**src/design/stl_pkg.sv**
```systemverilog
package stl_pkg;

  localparam int POS_BITS   = 32;
  localparam int WORD_BYTES = 7;
  localparam int WORD_BITS  = 8 * WORD_BYTES;
  localparam int FIFO_DEPTH = 4;
  localparam int NUM_KEYWORDS = 20;

  // Input item kinds.
  localparam logic ITEM_BYTE = 1'b0;
  localparam logic ITEM_END  = 1'b1;

  // Token kinds.
  localparam logic [4:0] K_ILLEGAL  = 5'd0;
  localparam logic [4:0] K_PLUS     = 5'd1;
  localparam logic [4:0] K_MINUS    = 5'd2;
  localparam logic [4:0] K_STAR     = 5'd3;
  localparam logic [4:0] K_SLASH    = 5'd4;
  localparam logic [4:0] K_PAREN    = 5'd5;
  localparam logic [4:0] K_AT       = 5'd6;
  localparam logic [4:0] K_NEWLINE  = 5'd7;
  localparam logic [4:0] K_FF       = 5'd8;
  localparam logic [4:0] K_NUMBER   = 5'd9;
  localparam logic [4:0] K_STRING   = 5'd10;
  localparam logic [4:0] K_IDENT    = 5'd11;
  localparam logic [4:0] K_KEYWORD0 = 5'd12;

  // Characters with a role of their own.
  localparam logic [7:0] CH_NUL     = 8'h00;
  localparam logic [7:0] CH_TAB     = 8'h09;
  localparam logic [7:0] CH_NEWLINE = 8'h0A;
  localparam logic [7:0] CH_SPACE   = 8'h20;
  localparam logic [7:0] CH_LPAREN  = 8'h28;
  localparam logic [7:0] CH_RPAREN  = 8'h29;
  localparam logic [7:0] CH_STAR    = 8'h2A;
  localparam logic [7:0] CH_PLUS    = 8'h2B;
  localparam logic [7:0] CH_MINUS   = 8'h2D;
  localparam logic [7:0] CH_SLASH   = 8'h2F;
  localparam logic [7:0] CH_QMARK   = 8'h3F;
  localparam logic [7:0] CH_AT      = 8'h40;
  localparam logic [7:0] CH_UNDER   = 8'h5F;
  localparam logic [7:0] CH_BTICK   = 8'h60;
  localparam logic [7:0] CH_FF      = 8'hFF;

  typedef struct packed {
    logic [4:0]  token_kind;
    logic [31:0] token_start;
    logic [31:0] token_length;
    logic        is_last;
  } tok_t;

  // Up to two tokens produced by one accepted item.
  typedef struct packed {
    logic [1:0] n;
    tok_t       t0;
    tok_t       t1;
  } tok_pair_t;

  // Keywords packed right-aligned, first byte most significant.
  localparam logic [WORD_BITS-1:0] KEYWORDS [NUM_KEYWORDS] = '{
    56'h0000_6d61_6372_6f, // macro
    56'h0000_0000_656e_64, // end
    56'h0065_7874_6572_6e, // extern
    56'h0069_6e74_6572_6e, // intern
    56'h0000_0000_7375_62, // sub
    56'h0065_6e64_7375_62, // endsub
    56'h0000_676f_7375_62, // gosub
    56'h6a75_6d70_7375_62, // jumpsub
    56'h0072_6574_7572_6e, // return
    56'h0000_0067_6f74_6f, // goto
    56'h0000_656d_7074_79, // empty
    56'h0000_0064_726f_70, // drop
    56'h0000_0073_7761_70, // swap
    56'h0000_0000_6475_70, // dup
    56'h0000_0000_0065_71, // eq
    56'h0000_0000_6e65_71, // neq
    56'h0000_0000_0068_69, // hi
    56'h0000_0068_6965_71, // hieq
    56'h0000_0000_006c_77, // lw
    56'h0000_006c_7765_71  // lweq
  };

  function automatic logic is_alpha(logic [7:0] c);
    return (c >= 8'h61 && c <= 8'h7A) || (c >= 8'h41 && c <= 8'h5A);
  endfunction

  function automatic logic is_digit(logic [7:0] c);
    return c >= 8'h30 && c <= 8'h39;
  endfunction

  function automatic logic is_ident(logic [7:0] c);
    return is_alpha(c) || is_digit(c) || c == CH_UNDER;
  endfunction

  function automatic logic [4:0] single_kind(logic [7:0] c);
    logic [4:0] k;
    unique case (c)
      CH_PLUS:              k = K_PLUS;
      CH_MINUS:             k = K_MINUS;
      CH_STAR:              k = K_STAR;
      CH_SLASH:             k = K_SLASH;
      CH_LPAREN, CH_RPAREN: k = K_PAREN;
      CH_AT:                k = K_AT;
      CH_NEWLINE:           k = K_NEWLINE;
      CH_FF:                k = K_FF;
      default:              k = K_ILLEGAL;
    endcase
    return k;
  endfunction

  function automatic logic [4:0] word_kind(logic [WORD_BITS-1:0] w, logic too_long);
    logic [4:0] k;
    k = K_IDENT;
    if (!too_long) begin
      for (int i = NUM_KEYWORDS - 1; i >= 0; i--) begin
        if (w == KEYWORDS[i]) k = K_KEYWORD0 + 5'(i);
      end
    end
    return k;
  endfunction

endpackage

```
**src/design/stl_if.sv**
```systemverilog
interface stl_in_if;
  logic       valid;
  logic       ready;
  logic       kind;
  logic [7:0] byte_value;

  modport source (output valid, output kind, output byte_value, input ready);
  modport sink (input valid, input kind, input byte_value, output ready);
endinterface

interface stl_out_if;
  logic        valid;
  logic        ready;
  logic [4:0]  token_kind;
  logic [31:0] token_start;
  logic [31:0] token_length;
  logic        is_last;

  modport source (output valid, output token_kind, output token_start,
                  output token_length, output is_last, input ready);
  modport sink (input valid, input token_kind, input token_start,
                input token_length, input is_last, output ready);
endinterface

```
**src/design/stl_scanner.sv**
```systemverilog
module stl_scanner import stl_pkg::*; (
  input  logic       clk,
  input  logic       rst_n,
  input  logic       accept,
  input  logic       in_kind,
  input  logic [7:0] in_byte,
  output tok_pair_t  toks
);

  typedef enum logic [2:0] {
    M_IDLE, M_IDENT, M_NUMBER, M_STRING, M_TAIL, M_COMMENT
  } mode_t;

  mode_t                 mode_r, mode_nxt;
  logic [POS_BITS-1:0]   pos_r, pos_nxt;
  logic [31:0]           ostart_r, ostart_nxt;
  logic [31:0]           olen_r, olen_nxt;
  logic                  oill_r, oill_nxt;
  logic [WORD_BITS-1:0]  word_r, word_nxt;
  logic                  wlong_r, wlong_nxt;

  logic        close_v, take_close, single_v, used;
  logic [4:0]  close_kind, single_k;
  logic [31:0] pos32, olen_inc;
  tok_t        close_tok, single_tok;

  assign pos32    = 32'(pos_r);
  assign olen_inc = (olen_r == 32'hFFFF_FFFF) ? olen_r : olen_r + 32'd1;

  always_comb begin
    close_v    = 1'b0;
    close_kind = K_ILLEGAL;
    unique case (mode_r)
      M_IDENT: begin
        close_v    = 1'b1;
        close_kind = word_kind(word_r, wlong_r);
      end
      M_NUMBER: begin
        close_v    = 1'b1;
        close_kind = oill_r ? K_ILLEGAL : K_NUMBER;
      end
      M_STRING, M_TAIL: begin
        close_v    = 1'b1;
        close_kind = oill_r ? K_ILLEGAL : K_STRING;
      end
      default: ;
    endcase
  end

  always_comb begin
    mode_nxt   = mode_r;
    pos_nxt    = pos_r;
    ostart_nxt = ostart_r;
    olen_nxt   = olen_r;
    oill_nxt   = oill_r;
    word_nxt   = word_r;
    wlong_nxt  = wlong_r;
    take_close = 1'b0;
    single_v   = 1'b0;
    single_k   = K_ILLEGAL;
    used       = 1'b1;
    if (accept) begin
      if (in_kind == ITEM_END) begin
        take_close = close_v;
        mode_nxt   = M_IDLE;
        pos_nxt    = '0;
      end else begin
        unique case (mode_r)
          M_COMMENT: begin
            if (in_byte == CH_QMARK || in_byte == CH_NEWLINE) mode_nxt = M_IDLE;
          end
          M_IDENT: begin
            if (is_ident(in_byte)) begin
              if (olen_r < 32'(WORD_BYTES)) begin
                word_nxt = {word_r[WORD_BITS-9:0], in_byte};
              end else begin
                wlong_nxt = 1'b1;
              end
              olen_nxt = olen_inc;
            end else begin
              used = 1'b0;
            end
          end
          M_NUMBER: begin
            if (is_alpha(in_byte) || is_digit(in_byte)) begin
              if (is_alpha(in_byte)) oill_nxt = 1'b1;
              olen_nxt = olen_inc;
            end else begin
              used = 1'b0;
            end
          end
          M_STRING: begin
            if (in_byte == CH_BTICK || in_byte == CH_NUL) begin
              mode_nxt = M_TAIL;
            end else begin
              olen_nxt = olen_inc;
            end
          end
          M_TAIL: begin
            if (is_ident(in_byte)) begin
              oill_nxt = 1'b1;
              olen_nxt = olen_inc;
            end else begin
              used = 1'b0;
            end
          end
          default: used = 1'b0;
        endcase

        // The byte did not extend the open token: close it and start over.
        if (!used) begin
          take_close = close_v;
          mode_nxt   = M_IDLE;
          priority if (in_byte == CH_QMARK) begin
            mode_nxt = M_COMMENT;
          end else if (in_byte == CH_SPACE || in_byte == CH_TAB) begin
            mode_nxt = M_IDLE;
          end else if (is_digit(in_byte)) begin
            mode_nxt   = M_NUMBER;
            ostart_nxt = pos32;
            olen_nxt   = 32'd1;
            oill_nxt   = 1'b0;
          end else if (in_byte == CH_BTICK) begin
            mode_nxt   = M_STRING;
            ostart_nxt = pos32 + 32'd1;
            olen_nxt   = 32'd0;
            oill_nxt   = 1'b0;
          end else if (is_alpha(in_byte) || in_byte == CH_UNDER) begin
            mode_nxt   = M_IDENT;
            ostart_nxt = pos32;
            olen_nxt   = 32'd1;
            oill_nxt   = 1'b0;
            word_nxt   = {{(WORD_BITS-8){1'b0}}, in_byte};
            wlong_nxt  = 1'b0;
          end else begin
            single_v = 1'b1;
            single_k = single_kind(in_byte);
          end
        end
        pos_nxt = pos_r + POS_BITS'(1);
      end
    end
  end

  always_comb begin
    close_tok.token_kind   = close_kind;
    close_tok.token_start  = ostart_r;
    close_tok.token_length = olen_r;
    close_tok.is_last      = !single_v;
    single_tok.token_kind   = single_k;
    single_tok.token_start  = pos32;
    single_tok.token_length = 32'd1;
    single_tok.is_last      = 1'b1;
    toks.n  = 2'(take_close) + 2'(single_v);
    toks.t0 = take_close ? close_tok : single_tok;
    toks.t1 = single_tok;
  end

  always_ff @(posedge clk) begin
    if (!rst_n) begin
      mode_r   <= M_IDLE;
      pos_r    <= '0;
      ostart_r <= '0;
      olen_r   <= '0;
      oill_r   <= 1'b0;
      word_r   <= '0;
      wlong_r  <= 1'b0;
    end else begin
      mode_r   <= mode_nxt;
      pos_r    <= pos_nxt;
      ostart_r <= ostart_nxt;
      olen_r   <= olen_nxt;
      oill_r   <= oill_nxt;
      word_r   <= word_nxt;
      wlong_r  <= wlong_nxt;
    end
  end

endmodule

```
**src/design/stl_token_fifo.sv**
```systemverilog
module stl_token_fifo import stl_pkg::*; (
  input  logic      clk,
  input  logic      rst_n,
  input  tok_pair_t push,
  input  logic      pop,
  output tok_t      head,
  output logic      not_empty,
  output logic      room2
);

  localparam int PTR_W = $clog2(FIFO_DEPTH);
  localparam int CNT_W = $clog2(FIFO_DEPTH + 1);

  tok_t             mem_r [FIFO_DEPTH];
  logic [PTR_W-1:0] wr_ptr_r, rd_ptr_r;
  logic [CNT_W-1:0] count_r;
  logic [PTR_W-1:0] wr_ptr_p1;

  assign wr_ptr_p1 = wr_ptr_r + PTR_W'(1);
  assign head      = mem_r[rd_ptr_r];
  assign not_empty = count_r != '0;
  // Ready for the next item only if both possible tokens fit.
  assign room2     = count_r <= CNT_W'(FIFO_DEPTH - 2);

  always_ff @(posedge clk) begin
    if (push.n != 2'd0) mem_r[wr_ptr_r] <= push.t0;
    if (push.n == 2'd2) mem_r[wr_ptr_p1] <= push.t1;
  end

  always_ff @(posedge clk) begin
    if (!rst_n) begin
      wr_ptr_r <= '0;
      rd_ptr_r <= '0;
      count_r  <= '0;
    end else begin
      wr_ptr_r <= wr_ptr_r + PTR_W'(push.n);
      rd_ptr_r <= rd_ptr_r + PTR_W'(pop);
      count_r  <= count_r + CNT_W'(push.n) - CNT_W'(pop);
    end
  end

endmodule

```
**src/design/stack_language_tokenizer.sv**
```systemverilog
// A token is written into the token queue by the input transfer that closes it and is offered once it is at the head.
// Throughput: one input item per cycle while the output keeps up; an item that yields
// two tokens is offered as two separate output tokens, and input ready drops while the four-entry token
// queue has fewer than two free entries.
// Reset: synchronous, active low; clears scan state, position and the token queue.
module stack_language_tokenizer import stl_pkg::*; (
  input  logic      clk,
  input  logic      rst_n,
  stl_in_if.sink    in_bus,
  stl_out_if.source out_bus
);

  tok_pair_t toks;
  tok_t      head;
  logic      accept, not_empty, room2;

  assign in_bus.ready = room2;
  assign accept       = in_bus.valid && room2;

  stl_scanner u_scanner (
    .clk     (clk),
    .rst_n   (rst_n),
    .accept  (accept),
    .in_kind (in_bus.kind),
    .in_byte (in_bus.byte_value),
    .toks    (toks)
  );

  stl_token_fifo u_fifo (
    .clk       (clk),
    .rst_n     (rst_n),
    .push      (toks),
    .pop       (not_empty && out_bus.ready),
    .head      (head),
    .not_empty (not_empty),
    .room2     (room2)
  );

  assign out_bus.valid        = not_empty;
  assign out_bus.token_kind   = head.token_kind;
  assign out_bus.token_start  = head.token_start;
  assign out_bus.token_length = head.token_length;
  assign out_bus.is_last      = head.is_last;

endmodule

```
**src/flat_wrapper.sv**
```systemverilog
// flat-port wrapper written by rule: the top's interface ports become plain ports
module stack_language_tokenizer_flat import stl_pkg::*;
  (clk, rst_n, in_bus_valid, in_bus_kind, in_bus_byte_value, in_bus_ready, out_bus_valid, out_bus_token_kind, out_bus_token_start, out_bus_token_length, out_bus_is_last, out_bus_ready);
  stl_in_if in_bus_i ();
  stl_out_if out_bus_i ();
  input  logic clk;
  input  logic rst_n;
  input wire logic [$bits(in_bus_i.valid)-1:0] in_bus_valid;
  input wire logic [$bits(in_bus_i.kind)-1:0] in_bus_kind;
  input wire logic [$bits(in_bus_i.byte_value)-1:0] in_bus_byte_value;
  output wire logic [$bits(in_bus_i.ready)-1:0] in_bus_ready;
  output wire logic [$bits(out_bus_i.valid)-1:0] out_bus_valid;
  output wire logic [$bits(out_bus_i.token_kind)-1:0] out_bus_token_kind;
  output wire logic [$bits(out_bus_i.token_start)-1:0] out_bus_token_start;
  output wire logic [$bits(out_bus_i.token_length)-1:0] out_bus_token_length;
  output wire logic [$bits(out_bus_i.is_last)-1:0] out_bus_is_last;
  input wire logic [$bits(out_bus_i.ready)-1:0] out_bus_ready;
  assign in_bus_i.valid = in_bus_valid;
  assign in_bus_i.kind = in_bus_kind;
  assign in_bus_i.byte_value = in_bus_byte_value;
  assign in_bus_ready = in_bus_i.ready;
  assign out_bus_valid = out_bus_i.valid;
  assign out_bus_token_kind = out_bus_i.token_kind;
  assign out_bus_token_start = out_bus_i.token_start;
  assign out_bus_token_length = out_bus_i.token_length;
  assign out_bus_is_last = out_bus_i.is_last;
  assign out_bus_i.ready = out_bus_ready;
  stack_language_tokenizer u_core (.clk(clk), .rst_n(rst_n), .in_bus(in_bus_i), .out_bus(out_bus_i));
endmodule
```
**config.mk**
```make
export PLATFORM = sky130hd
export DESIGN_NAME = stack_language_tokenizer_flat
export DESIGN_NICKNAME = d
export VERILOG_FILES = /design/src/design/stl_pkg.sv /design/src/design/stl_if.sv /design/src/design/stl_scanner.sv /design/src/design/stl_token_fifo.sv /design/src/design/stack_language_tokenizer.sv /design/src/flat_wrapper.sv
export SDC_FILE = /design/constraint.sdc
export NUM_CORES = 1
export LEC_CHECK = 0
export CAP_MARGIN = 40
export CORE_MARGIN = 2
export CORE_UTILIZATION = 58
export DETAILED_ROUTE_END_ITERATION = 10
export DONT_BUFFER_PORTS = 1
export GPL_TIMING_DRIVEN = 1
export PLACE_DENSITY = 0.84
export SETUP_SLACK_MARGIN = 0.4
export SLEW_MARGIN = 15
export SYNTH_ARGS = -nofsm -noshare
export SYNTH_HDL_FRONTEND = slang
export SYNTH_SLANG_ARGS = --single-unit
```
**constraint.sdc**
```tcl
create_clock -name clk -period 6.1 [get_ports clk]
set_input_delay 1.83 -clock clk [delete_from_list [all_inputs] [get_ports clk]]
set_output_delay 1.83 -clock clk [all_outputs]
set_load 0.01 [all_outputs]
```
==> reports/metrics.yaml, run 1 <==
power_and_ir_drop:
  power.density_nw_per_um2: 299
  fin_total_pwr_uw: 6910
  peakVddDrop_v: 0.000237
  leakage_uw: 0.00802
floorplan:
  die_y_um: 196
  rows: 70
  start_util_pct: 58.6
  die_area_um2: 38400
  io_pins: 85
  die_w_um: 196
  coreArea_um2: 36400
timing:
  fin_crit_ns: 4.72
  slew_viol_final: 0
  clock.fmax_mhz: 212
  fin_worst_skew_ns: 0.0206
  setup_viol: 0
  finalCritPeriodShare_pct: 77.4
  rsz0062_at_grt: "false"
  fin_ws_ns: 1.38
  max_slew_margin_pct: 40.7
  fin_setup_tns_ns: 0
  tightest_slew_ns: 0.887
  hold_viol: 0
routing:
  vias: 16900
  via_per_inst: 6.89
  drc: 0
  wirelength_um: 57100
  first_pass_iters: 6
  ant_nets: 0
  wl_per_cell_um: 23.2
  drt_iter0_drc: 1806
setup_path:
  crit_type: "primary input to register"
  crit_fanout: 39
  end_kind: "register"
  rrSetupSlack_ns: 2.09
  crit_required_ns: 6.55
  r2r_end: "u_core.u_fifo.mem_r[3][66]$_DFFE_PP_"
  reg2reg_from: "u_core.u_scanner.mode_r[2]$_SDFFE_PN0P_"
  reg2regPathDepth: 14
  start_kind: "primary input"
  cp.arrival_ns: 5.17
synth:
  netlist_instances: 2064
  yosysTopAreaCell: "dfxtp_1"
  yosysTopAreaCellShare_pct: 28.1
  synth_commonest_cells: "dfxtp_1 (300), a22o_1 (256), nand2_1 (228), edfxtp_1 (144), a21oi_1 (122)"
  synth_area_um2: 21400
  ys_ff_latch: 444
  synth_ff_type: "dfxtp_1"
  synth-async-reset-ratio_pct: 0
  netlist_top_cells_area: "dfxtp_1 (28%), edfxtp_1 (20%), a22o_1 (11%)"
  synth-edff-count: 144
  synth_fp_nets: 2088
  yosysSeqAreaShare_pct: 48.4
  yosysUniqueCellTypes: 85
  synth.most_common_cell: "dfxtp_1"
  yosysWarnings: 0
  syn-mean-instance-area_um2: 10.3
global_route:
  grt_max_degree: 61
  grt_pass1_vias: 16700
  grtUsageTotal_pct: 29.7
  grt_pass1_wl_um: 91100
  antenna_found_initial: 0
  grt-ovfl-total: 0
run:
  drv_cap: 0
clock_tree:
  cts_buffers: 46
  cts_setup_buffers: 0
  cts.repair.resized: 0
  insertion_delay_ns: 0.59
  clk_pin_slew_ns: 0.06
  cts_tree: "yes"
  cts.sinks: 444
  cts_hold_buf: 0
  cts_max_level: 2
  cts-root-buf: "clkbuf_16"
  clock_path_buffers: 3
hold_path:
  min_path_type: "register to register"
  min_to: "u_core.u_fifo.mem_r[1][69]$_SDFFE_PP0P_"
  hold_depth: 2
  hp-start: "u_core.u_fifo.mem_r[1][69]$_SDFFE_PP0P_"
placement:
  hpwlAfterDp_um: 35700
  place.gp.congestion: 0.945
  dpl_worst_slack_ns: 0.835
  dpl_cell_area_um2: 21500
  port_buffers: 0
cells_and_area:
  syn2layout_area_growth_pct: 8.23
  final_nets: 1974
  layout-drive-gt1-share_pct: 11.5
  fin_area_um2: 23100
  diodes: 0
  fill_cells: 2801
status:
  status: "complete, no violations"
layout by cell type (no fill, tap or decap), drive strengths merged, types with 9 or more instances in the layout:
cell      n
a31oi    21
o21ai    92
nor4     33
or4      14
clkinv   15
or2       9
edfxtp  144
clkbuf   68
a211oi   12
or3      23
a21o      9
xnor2    19
and2     18
nand3    42
xor2     21
o31ai     9
nor3     31
nand3b   11
buf      42
mux4     70
nand4b   16
a22o    256
nand4    33
ha       10
inv      20
dfxtp   300
nand2   228
a22oi     9
and3     23
a21oi   123
a21boi   14
and4     12
nand2b    9
nor2    115
o211a    30
metal layers:
| layer | wire length [um] | up-vias | track usage [%] |
|---|---|---|---|
| met5 | 0 | - | 0 |
| met4 | 2200 | 0 | 13.5 |
| met3 | 5340 | 167 | 6.46 |
| met2 | 27200 | 861 | 49.2 |
| met1 | 22300 | 8284 | 37.6 |
| li1 | - | 7617 | - |
report_power, final:
group	internal, uW	switching [uW]	total, uW
Combinational	325	484	809
Sequential	3120	108	3230
Clock	1680	1190	2870
Total	5120	1790	6910
cell families after synthesis:
group           synth area share [%]
buf+inv                         4.41
flops                           48.4
compound gates                  21.1
simple gates                    16.1
fa+ha+maj                      0.680
mux                             7.71
xor+xnor                        1.64
worst max-delay path by stage:
stage / startpoint / end / depth (start not counted) / slack, ns
floorplan: in_bus_byte_value[2] / u_core.u_fifo.mem_r[3][66]$_DFFE_PP_ / 14 / 0.78
global placement: in_bus_byte_value[1] / u_core.u_fifo.mem_r[3][66]$_DFFE_PP_ / 14 / 0.91
detailed placement: in_bus_byte_value[1] / u_core.u_fifo.mem_r[3][66]$_DFFE_PP_ / 14 / 0.83
CTS: in_bus_byte_value[1] / u_core.u_fifo.mem_r[3][66]$_DFFE_PP_ / 14 / 1.44
global route: in_bus_byte_value[7] / u_core.u_fifo.mem_r[2][66]$_DFFE_PP_ / 16 / 1.17
finish: in_bus_byte_value[1] / u_core.u_fifo.mem_r[3][66]$_DFFE_PP_ / 14 / 1.38
sequential cells by signal (all words and copies together), names as in the netlist:
name,count
u_core.u_fifo.count_r,3
u_core.u_fifo.rd_ptr_r,2
u_core.u_fifo.mem_r,280
u_core.u_scanner.pos32,32
u_core.u_scanner.ostart_r,32
u_core.u_scanner.mode_r,3
u_core.u_scanner.olen_r,32
u_core.u_scanner.word_r,56
u_core.u_scanner.oill_r,1
u_core.u_fifo.wr_ptr_r,2
u_core.u_scanner.wlong_r,1
metrics by stage:
| step | std cells | hold WS [ns] | utilization, % |
|---|---|---|---|
| floorplan | 2064 | 0.426 | - |
| global placement | 2366 | 0.440 | 59.0 |
| detailed placement | 2369 | 0.442 | 59.1 |
| CTS | 2455 | 0.450 | 63.4 |
| global route | 2456 | 0.479 | 63.4 |
| finish | 2456 | 0.449 | 63.4 |
worst max-delay path, cell delays in order:
cell       delay [ns]
o21ai_0          0.12
a41oi_1          0.24
a2bb2oi_1        0.40
o31ai_4          0.20
or3_4            0.47
inv_1            0.09
ha_1             0.24
inv_1            0.13
nor3b_1          0.49
nor2_2           0.07
inv_1            0.07
buf_4            0.52
o21ai_1          0.14
o21ai_1          0.15
layout make-up:
| class | count | area [um^2] | area share (%) |
|---|---|---|---|
| Sequential cell | 444 | 10300 | 44.7 |
| Multi-Input combinational cell | 1395 | 10100 | 43.9 |
| Clock buffer | 68 | 1360 | 5.87 |
| Tap cell | 468 | 586 | 2.53 |
| Timing Repair Buffer | 42 | 408 | 1.77 |
| Clock inverter | 18 | 198 | 0.855 |
| Inverter | 21 | 78.8 | 0.341 |
Power figures use the tool's default switching activity.
==> run 2, diff against run 1 <==
--- a/config.mk
+++ b/config.mk
@@ -5,6 +5,7 @@
 export SDC_FILE = /design/constraint.sdc
 export NUM_CORES = 1
 export LEC_CHECK = 0
+export ABC_AREA = 1
 export CAP_MARGIN = 40
 export CORE_MARGIN = 2
 export CORE_UTILIZATION = 58
==> constraint.sdc (replaced) <==
create_clock -name clk -period 4.55 [get_ports clk]
set_input_delay 1.365 -clock clk [delete_from_list [all_inputs] [get_ports clk]]
set_output_delay 1.365 -clock clk [all_outputs]
set_load 0.01 [all_outputs]
==> reports/metrics.yaml, run 2 <==
status:
  status: "complete, no violations"
placement:
  port_buffers: 0
  dpl_cell_area_um2: 23400
  place.gp.congestion: 0.935
  hpwlAfterDp_um: 44900
cells_and_area:
  fin_area_um2: 25100
  final_common_cell: "nand2_1"
  final_cell_mix: "nand2_1 (651), o21ai_0 (385), nor2_1 (356), dfxtp_1 (298), o22ai_1 (203)"
  multiInputGateArea_um2: 11100
  layout-drive-gt1-share_pct: 8.08
  largest_reg_flops: 280
  final_nets: 3055
  reg_top3: "u_core.u_fifo.mem_r: 280 flops, u_core.u_scanner.word_r: 56 flops"
  fin_util_pct: 64.6
  largest-register: "u_core.u_fifo.mem_r"
  syn2layout_area_growth_pct: 9.41
  regArea_um2: 10300
  fill_cells: 3263
run:
  drv_cap: 0
timing:
  hold_viol: 0
  fin_setup_tns_ns: 0
  finalCritPeriodShare_pct: 87.0
  rsz0062_at_grt: "false"
  tightest_slew_ns: 0.879
  slew_viol_final: 0
  clock.fmax_mhz: 252
  fin_worst_skew_ns: 0.0123
  setup_viol: 0
  fin_crit_ns: 3.96
  hold_slack_ns: 0.449
  max_slew_margin_pct: 40.9
synth:
  netlist_instances: 3114
  ys_ff_latch: 444
  netlist_top_cells_area: "dfxtp_1 (26%), edfxtp_1 (19%), nand2_1 (11%)"
  synth_ff_type: "dfxtp_1"
  yosysTopAreaCellShare_pct: 26.2
  synth.most_common_cell: "nand2_1"
  synth-async-reset-ratio_pct: 0
  synth_area_um2: 22900
  synth_commonest_cells: "nand2_1 (656), o21ai_0 (385), nor2_1 (359), dfxtp_1 (300), o22ai_1 (203)"
  yosysWarnings: 0
  yosysUniqueCellTypes: 54
  synth-edff-count: 144
  synth_fp_nets: 3138
  yosysSeqAreaShare_pct: 45.1
  yosysTopAreaCell: "dfxtp_1"
  syn-mean-instance-area_um2: 7.36
floorplan:
  die_w_um: 203
  die_y_um: 203
  start_util_pct: 59.1
  rows: 72
  io_pins: 85
  coreArea_um2: 38800
  die_area_um2: 41100
global_route:
  grtUsageTotal_pct: 33.6
  grt_pass1_wl_um: 111000
  grt_pass1_vias: 21000
  antenna_found_initial: 1
  grt_max_degree: 121
  grt-ovfl-total: 0
routing:
  ant_nets: 0
  via_per_inst: 6.30
  drc: 0
  vias: 22600
  drt_iter0_drc: 3107
  wl_per_cell_um: 19.9
  first_pass_iters: 6
  wirelength_um: 71600
setup_path:
  cp_slowest_cell: "buf_4"
  crit_required_ns: 3.18
  crit_fanout: 70
  cpPeakStageDelay_ns: 0.68
  worstSetupStartpoint: "u_core.u_fifo.rd_ptr_r[1]$_SDFF_PN0_"
  crit_path_cell_trace: "clkinv_1, buf_4, o21ai_0, o22ai_1"
  cp.arrival_ns: 2.60
  start_kind: "register"
  end_kind: "primary output"
  reg2reg_from: "u_core.u_scanner.mode_r[0]$_SDFFE_PN0P_"
  crit_type: "register to primary output"
clock_tree:
  cts_buffers: 48
  insertion_delay_ns: 0.59
  cts-root-buf: "clkbuf_16"
  cts.sinks: 444
  clock_path_buffers: 3
  clk_pin_slew_ns: 0.06
  cts_tree: "yes"
  cts_max_level: 2
power_and_ir_drop:
  leakage_uw: 0.00908
  peakVddDrop_v: 0.000319
  power.density_nw_per_um2: 460
hold_path:
  hp-start: "u_core.u_fifo.mem_r[1][16]$_SDFFE_PP0P_"
  min_path_type: "register to register"
-- run 2: worst paths after layout --
| path | to | slack [ns] | cells past startpoint |
|---|---|---|---|
| setup / recovery | out_bus_token_kind[0] | 0.59 | 4 |
| hold / removal | u_core.u_fifo.mem_r[1][16]$_SDFFE_PP0P_ | 0.45 | 2 |
| setup reg to reg | u_core.u_fifo.mem_r[0][68]$_DFFE_PP_ | 0.95 | 14 |
| hold reg to reg | u_core.u_fifo.mem_r[1][16]$_SDFFE_PP0P_ | 0.45 | 2 |
-- run 2: per-layer routing --
metal | part of all wire [%] | routed length (um) | global-route usage [%] | vias to the layer above
met3 | 12 | 8800 | 8.31 | 208
met2 | 45 | 31900 | 52.7 | 1381
met1 | 40 | 28500 | 45.1 | 10500
met4 | 3.3 | 2370 | 12.6 | 0
met5 | 0 | 0 | 0 | -
li1 | - | - | - | 10600
-- run 2: repair_timing --
| action | in CTS | in global routing |
|---|---|---|
| gates resized for setup | 0 | 3 |
| buffers inserted | 0 | 2 |
| hold buffers | 0 | 0 |
| endpoints found under the setup margin | 0 | 138 |
-- run 2: layout make-up --
cell class	count	share of cell area [%]
inverter	232	3.51
clock buffer	68	5.50
timing repair buffer	46	1.96
clock inverter	22	0.868
antenna	1	0.00998
multi-input combinational	2259	44.4
tap	518	2.58
sequential	444	41.2
-- run 2: worst max-delay path, delay by kind of cell, from the launching register on --
family                 cells  cell delay, ns
AO/OA/AOI/OAI              2            0.77
buffers and inverters      2            0.76
flip-flops                 1            0.47
-- run 2: cell families after synthesis --
kind of cell | synth area share [%]
adder cells (fa/ha/maj) | 0.633
AND/OR/NAND/NOR | 26.0
flip-flops | 45.1
XOR/XNOR | 0.917
buffers and inverters | 7.15
AO/OA/AOI/OAI | 20.3
-- run 2: where the power goes --
| group | internal, uW | switching, uW | leakage [uW] |
|---|---|---|---|
| logic | 785 | 2280 | 0.00432 |
| registers | 4360 | 183 | 0.00398 |
| clock network | 2260 | 1680 | 0.000777 |
-- run 2: metrics by stage --
step	instances	setup WS [ns]	total power, uW
final	3590	0.589	11500
after global routing	3589	0.426	12000
after CTS	3583	0.623	11500
after detailed placement	3493	0.0147	7570
after global placement	3492	0.183	7490
after floorplan	3114	0.244	6710
